### src/psc_pkg.sv
`timescale 1ns / 1ps
// shared constants, types and codes of the polyline segment collision block
package psc_pkg;

	localparam int MAX_SHIP_POINTS = 16;
	localparam int MAX_LAND_POINTS = 256;
	localparam int COORD_BITS      = 16;

	localparam int SHIP_AW = $clog2(MAX_SHIP_POINTS);
	localparam int SHIP_CW = $clog2(MAX_SHIP_POINTS + 1);
	localparam int LAND_AW = $clog2(MAX_LAND_POINTS);
	localparam int LAND_CW = $clog2(MAX_LAND_POINTS + 1);

	// coordinate, coordinate difference, product, cross product, difference of crosses
	typedef logic signed [COORD_BITS-1:0]   coord_t;
	typedef logic signed [COORD_BITS:0]     rel_t;
	typedef logic signed [2*COORD_BITS+1:0] prod_t;
	typedef logic signed [2*COORD_BITS+2:0] cross_t;
	typedef logic signed [2*COORD_BITS+3:0] den_t;

	typedef enum logic [1:0] {
		CMD_SHIP = 2'd0,
		CMD_LAND = 2'd1,
		CMD_EVAL = 2'd2
	} cmd_t;

	typedef enum logic [1:0] {
		ACC_HOLD,
		ACC_LOAD,
		ACC_SUB
	} acc_op_t;

	typedef enum logic [4:0] {
		ST_IDLE,
		ST_SA_RD,
		ST_SB_RD,
		ST_SB_WT,
		ST_L_RD,
		ST_L_WT,
		ST_SD1,
		ST_SD2,
		ST_SD3,
		ST_CAP,
		ST_CC1,
		ST_CC2,
		ST_CC3,
		ST_EV1,
		ST_EV2,
		ST_NEXT,
		ST_DONE
	} state_t;

	typedef struct packed {
		logic    mul_en;
		acc_op_t acc_op;
	} mac_ctrl_t;

	typedef struct packed {
		logic wr_ship;
		logic wr_land;
		logic clear;
	} store_ctrl_t;

	typedef struct packed {
		logic [SHIP_CW-1:0] ship_count;
		logic [LAND_CW-1:0] land_count;
		logic               dropped;
	} store_stat_t;

endpackage

### src/psc_mac.sv
`timescale 1ns / 1ps
// shared signed multiplier with product register and subtracting accumulator
module psc_mac import psc_pkg::*; (
	input  logic      clk,
	input  mac_ctrl_t ctrl,
	input  rel_t      op_a,
	input  rel_t      op_b,
	output cross_t    acc
);

	prod_t  prod_q;
	cross_t acc_q;

	always_ff @(posedge clk) begin
		if (ctrl.mul_en) begin
			prod_q <= prod_t'(op_a) * prod_t'(op_b);
		end
		unique case (ctrl.acc_op)
			ACC_LOAD: acc_q <= cross_t'(prod_q);
			ACC_SUB:  acc_q <= acc_q - cross_t'(prod_q);
			default:  acc_q <= acc_q;
		endcase
	end

	assign acc = acc_q;

endmodule

### config.mk
export PLATFORM = sky130hd
export DESIGN_NAME = psc_mac
export DESIGN_NICKNAME = d
export VERILOG_FILES = /design/src/psc_pkg.sv /design/src/psc_mac.sv
export SDC_FILE = /design/constraint.sdc
export NUM_CORES = 1
export LEC_CHECK = 0
export BUFFER_PORTS_ARGS = -buffer_cell sky130_fd_sc_hd__buf_4
export CORE_MARGIN = 5
export CORE_UTILIZATION = 59
export CTS_BUF_LIST = sky130_fd_sc_hd__clkbuf_8
export DETAILED_ROUTE_END_ITERATION = 10
export GPL_TIMING_DRIVEN = 0
export HOLD_SLACK_MARGIN = 0.02
export PLACE_DENSITY = 0.88
export SLEW_MARGIN = 20
export SYNTH_ARGS = -nofsm -noshare
export SYNTH_HDL_FRONTEND = slang
export SYNTH_SLANG_ARGS = --single-unit
### constraint.sdc
create_clock -name clk -period 6.7 [get_ports clk]
set_clock_uncertainty 0.1 [all_clocks]
set_input_delay 0.335 -clock clk [delete_from_list [all_inputs] [get_ports clk]]
set_output_delay 0.335 -clock clk [all_outputs]
set_load 0.03 [all_outputs]
==> summary.txt, run 1 <==
Tot GR Track Use -> 0.256
Area growth syn-to-layout -> 7.81%
CTS sink cnt -> 69
CP delay by family, top -> adder cells
Multi-input gate area -> 11700 um^2
Main combinational cell family by area after synthesis -> adder cells
Top_reg_cell synth -> edfxtp_1
Most frequent CP cell -> fa_1
Bufs on Longest Clock Path -> 2
Slowest stage cell, crit path -> fa_1
XOR/XNOR Fraction of Synth Area -> 0.0343
Crit path from -> op_a[7]
R2R Path End -> acc[34]
CP startpoint kind -> input pin
Final wirelength -> 35.6 mm
Nets -> 2155
TritonCTS clock tree -> built
Setup tns final -> 0 ps
Max Cap Violations -> 0
Adder-cell area share of the yosys netlist -> 0.486
Ports -> 73
Clock latency at the later pin of the worst-skew pair -> 360 ps
Vias in the first global route -> 12200
Starting Density -> 0.593
Fin crit share -> 0.961
Compound-Gate Fraction of Synth Area -> 0.0918
Sequential element share of the synthesized area -> 0.135
Cts bufs inserted -> 9
Worst EP arrival -> 6430 ps
H-Tree Depth -> 3
WS Path Type -> in2reg
Die width -> 171 um
Average cell area after synthesis -> 9.43 um^2
Post-Syn Area -> 15300 um^2
Clk slew on worst S/H paths -> 80 ps
Max Slew Vio Count -> 0
First-pass GRT wire length -> 59.5 mm
Area share of the largest cell type after synthesis -> 0.388
Initial antenna violation count -> 0
Crit Reg-Reg Startpoint -> acc[0]
Setup crit end -> prod_q[33]
HP Class -> in2reg
Crit path depth -> 22
Finish-stage setup viols -> 0
Post-synthesis mux area share -> 0.00604
Die height -> 171 um
Crit-path cells -> buf_4 -> clkbuf_2 -> nand2_1 -> fa_1 -> fa_1 -> fa_1 -> fa_1 -> inv_1 -> fa_1 -> inv_1 -> fa_1 -> inv_1 -> ha_1 -> a21o_1 -> a21o_1 -> a21oi_1 -> a2bb2oi_2 -> o211ai_1 -> a2111oi_2 -> o31ai_1 -> a21oi_1 -> xnor2_1
CP max FO -> 10
Final GP Congestion -> 0.991
Max stage delay on crit path -> 550 ps
Post-Syn Nets -> 2080
Buffers on Ports -> 69
Post-layout min period -> 6440 ps
Largest net degree at the start of global routing -> 35
Worst-margin pin slew -> 785 ps
Asr flop ratio synth -> 0
Critical Path Sink Type -> flip-flop
Grt ovf -> 0
Most frequent cells in the layout -> 365 x inv_1, 294 x fa_1, 163 x nand2_1, 149 x and2_1, 120 x ha_1
Number of synthesis warnings -> 0
Syn Inst Count -> 1625
Vias/cell -> 5.58
Post-synthesis simple-gate area fraction -> 0.145
Synth area leaders -> fa_1 39%, edfxtp_1 14%, ha_1 9.8%, inv_1 9.0%, and2_1 6.1%
Vias -> 11400
Wire per inst -> 17.4 um
Post-route ant nets -> 0
Run status -> finished, final reports clean
Fmax achieved -> 155 MHz
DRT Pass-1 Iters -> 5
Min-delay src -> op_b[0]
DP Wirelength -> 31.0 mm
Yosys reg bits -> 69
DR iter-0 viols -> 937
Post-synth cell types -> 63
Die area -> 29300 um^2
Row cnt -> 59
Most common cell after layout, fill and taps aside -> inv_1
# diodes -> 0
Req. time, crit path -> 6690 ps
Root Driver -> clkbuf_8
Post-synth EDFFs -> 69
RSZ-0062 raised after global routing -> false
Seq. cell area -> 2070 um^2
CP bufs+invs -> 5
Worst reg2reg setup slack -> 3130 ps
Fin. Hold Viols -> 0
Cell taking the most area after synthesis -> fa_1
# DRC -> 0
Max_slew headroom -> 0.477
Placeable Area -> 25800 um^2
Hold-fix buffers, CTS -> 0
Fill cell count -> 2080
Layout cells sized above 1 -> 0.0745
Worst r2r path cells -> 12
through the flow:
stage | instances | hold WS [ps] | setup slack [ps] | util | area, um^2
floorplan | 1625 | 347 | 436 | - | 15300
global placement | 2029 | 437 | -499 | 0.629 | 16300
detailed placement | 2030 | 460 | -622 | 0.630 | 16300
CTS | 2042 | 249 | 2.46 | 0.638 | 16500
global route | 2040 | 259 | 8.83 | 0.639 | 16500
finish | 2040 | 266 | 261 | 0.639 | 16500
worst min path at each step:
stage          slack, ps  depth (start not counted)   endpoint
2_1_floorplan        350                          0  prod_q[0]
3_3_place_gp         440                          2     acc[0]
3_5_place_dp         460                          2     acc[0]
4_1_cts              250                          2  prod_q[0]
5_1_grt              260                          2  prod_q[0]
6_report             270                          2  prod_q[0]
synthesized netlist by cell type, types with 5 or more instances:
| cell | n |
|---|---|
| inv_1 | 366 |
| and2_1 | 149 |
| nand3b_1 | 5 |
| nor2_1 | 44 |
| a211oi_1 | 7 |
| o21bai_1 | 11 |
| xnor2_1 | 46 |
| o211ai_1 | 6 |
| ha_1 | 120 |
| fa_1 | 297 |
| mux2i_1 | 7 |
| clkbuf_1 | 47 |
| o21ai_0 | 44 |
| nand2_1 | 163 |
| o21ai_1 | 5 |
| o31ai_1 | 6 |
| nand3_1 | 12 |
| nor2b_1 | 7 |
| edfxtp_1 | 69 |
| nand2b_1 | 16 |
| nand4_1 | 5 |
| xor2_1 | 14 |
| a21o_1 | 23 |
| o21a_1 | 15 |
| a21oi_1 | 64 |
| or3_1 | 6 |
| nor3_1 | 11 |
kinds of logic after synthesis:
kind of cell    Yosys count
flops                    69
xor+xnor                 60
mux                       9
buf+inv                 417
compound gates          217
fa+ha+maj               417
simple gates            436
flip-flops by register name, indices dropped and copies added, names as in the netlist:
name,count
prod_q,34
acc,35
final cells by class:
| class | count | area share |
|---|---|---|
| buffer | 43 | 0.0110 |
| clock buffer | 9 | 0.00750 |
| clock inverter | 7 | 0.00447 |
| inverter | 366 | 0.0832 |
| multi-input combinational | 1139 | 0.710 |
| sequential | 69 | 0.125 |
| tap | 335 | 0.0254 |
| timing repair buffer | 72 | 0.0335 |
layer usage:
layer / vias up / routed length, um / track usage
met5: - / 0 / 0
met4: 0 / 1070 / 0.0858
met3: 80 / 3520 / 0.0564
met2: 510 / 16700 / 0.425
met1: 5585 / 14200 / 0.335
li1: 5198 / - / -
worst register-to-register path, cell delays in order, from the launching register on:
cell and delay (ps):
edfxtp_1 380, inv_1 50, ha_1 230, fa_1 380, nand2b_1 210, a21oi_1 270, nor3_1 140, o21ai_0 550
nand3_2 160, nand3_2 130, nand2_2 60, and4b_1 180, or4_1 460
repair_timing:
item,CTS,global route
buffers inserted,0,2
setup endpoints to repair,4,8
pin swaps,0,1
resized for setup,6,33
Power of run 1 is left out: the tool's default activity adds up to more than one toggle a clock period on the data nets, which glitch-free logic cannot reach.
==> run 2, diff against run 1 <==
- CAP_MARGIN: unset -> 5
- CORE_UTILIZATION: 59 -> 66
- CTS_CLUSTER_SIZE: unset -> 30
- PLACE_DENSITY: 0.88 -> 0.93
- clock period: 6.7 -> 6.12 ns (I/O delays scaled with it)
==> run 2 against run 1 <==
Compared with the run above:
- the run now ends with setup timing left
- clock-buffer cell count unchanged
- via count up 5.4%
- core utilization up 11 points
- sequential share of layout area down 0.38 points
- hold slack better by 14 ps
- routed wire length up 13%
- die area down 10%
- sequential cell count unchanged
- register-to-register slack worse by 560 ps
- worst setup slack worse by 350 ps
- first-iteration DRC count up 21%
- final cell count down 0.39%
==> summary.txt, run 2 (synthesis results as in run 1) <==
Wire per inst -> 19.8 um
Run status -> finished with violations
Setup tns final -> -121 ps
DRT Pass-1 Iters -> 7
Placeable Area -> 22800 um^2
Max Slew Vio Count -> 0
Largest net degree at the start of global routing -> 36
CP bufs+invs -> 5
Max_slew headroom -> 0.451
Pre-CTS setup slack -> -1140 ps
Critical Path Sink Type -> flip-flop
First-pass GRT wire length -> 63.9 mm
Final wirelength -> 40.3 mm
WS Path Type -> in2reg
Hold-fix buffers, CTS -> 0
Ports -> 73
Die height -> 162 um
Nets -> 2169
CP startpoint kind -> input pin
Root Driver -> clkbuf_8
Bufs on Longest Clock Path -> 2
Vias in the first global route -> 12800
Fin. Hold Viols -> 0
Failing checks -> setup timing
Buffers on Ports -> 69
Clk slew on worst S/H paths -> 80 ps
Worst EP arrival -> 6230 ps
Cts bufs inserted -> 9
Max Cap Violations -> 0
Die area -> 26400 um^2
Design Area, Final -> 17000 um^2
Clock latency at the later pin of the worst-skew pair -> 370 ps
Setup WS post-layout -> -89.8 ps
DR iter-0 viols -> 1134
HP Class -> in2reg
CP max FO -> 10
Post-route ant nets -> 0
Grt ovf -> 0
# DRC -> 0
Initial antenna violation count -> 0
Crit-path cells -> buf_4 -> buf_4 -> nand2_1 -> fa_1 -> fa_1 -> fa_1 -> inv_1 -> fa_1 -> fa_1 -> inv_1 -> fa_1 -> inv_1 -> ha_4 -> a21o_1 -> a21o_1 -> a21oi_2 -> nor2b_4 -> o21ai_2 -> a2111oi_4 -> o41ai_2 -> a21oi_1 -> xnor2_1
H-Tree Depth -> 3
Final GP Congestion -> 0.997
Worst hold margin -> 280 ps
TritonCTS clock tree -> built
Most common cell after layout, fill and taps aside -> inv_1
Area growth syn-to-layout -> 11.2%
Most frequent cells in the layout -> 361 x inv_1, 290 x fa_1, 161 x nand2_1, 148 x and2_1, 110 x ha_1
Vias/cell -> 5.90
Max FFs per register -> 35
Tot GR Track Use -> 0.306
Fin crit share -> 1.01
Req. time, crit path -> 6150 ps
Vias -> 12000
Row cnt -> 55
Worst-margin pin slew -> 823 ps
Most frequent CP cell -> fa_1
Slowest stage cell, crit path -> fa_1
CTS sink cnt -> 69
Fmax achieved -> 161 MHz
Die width -> 162 um
Starting Density -> 0.673
Finish-stage setup viols -> 2
Post-layout min period -> 6210 ps
DP Wirelength -> 32.3 mm
# diodes -> 0
CP delay by family, top -> adder cells
Post-DP Area -> 16200 um^2
Max stage delay on crit path -> 570 ps
Layout cells sized above 1 -> 0.112
run 2: layout make-up:
type	count	area, um^2
multi-input cells	1139	12000
well taps	313	392
inverters	366	1370
flip-flops and latches	69	2070
fillers	1468	5740
clock inverters	7	106
repair buffers	90	694
clock buffers	9	124
plain buffers	39	324
run 2: routing by layer:
layer / vias up / wire, um / GRT usage
li1: 5228 / - / -
met1: 5872 / 14600 / 0.387
met2: 727 / 20000 / 0.519
met3: 159 / 4120 / 0.0676
met4: 0 / 1660 / 0.116
met5: - / 0 / 0
run 2: through the flow:
stage | utilization | std cells
3_3_place_gp | 0.713 | 2007
4_1_cts | 0.733 | 2023
2_1_floorplan | - | 1625
5_1_grt | 0.748 | 2032
3_5_place_dp | 0.713 | 2007
6_report | 0.748 | 2032
run 2: final timing paths:
path	end	slack, ps	depth (start not counted)	from
min reg2reg	acc[31]	480	2	prod_q[31]
max	prod_q[25]	-90	22	op_a[14]
max reg2reg	acc[34]	2570	12	acc[0]
min	prod_q[5]	280	1	ctrl[2]
run 2: what timing repair did:
| action | in CTS | in global routing |
|---|---|---|
| endpoints found under the hold margin | 0 | 0 |
| setup buffers | 4 | 17 |
| pin swaps | 8 | 34 |
| gates resized for setup | 59 | 101 |
| setup endpoints to repair | 9 | 8 |
Power of run 2 is left out for the same reason.
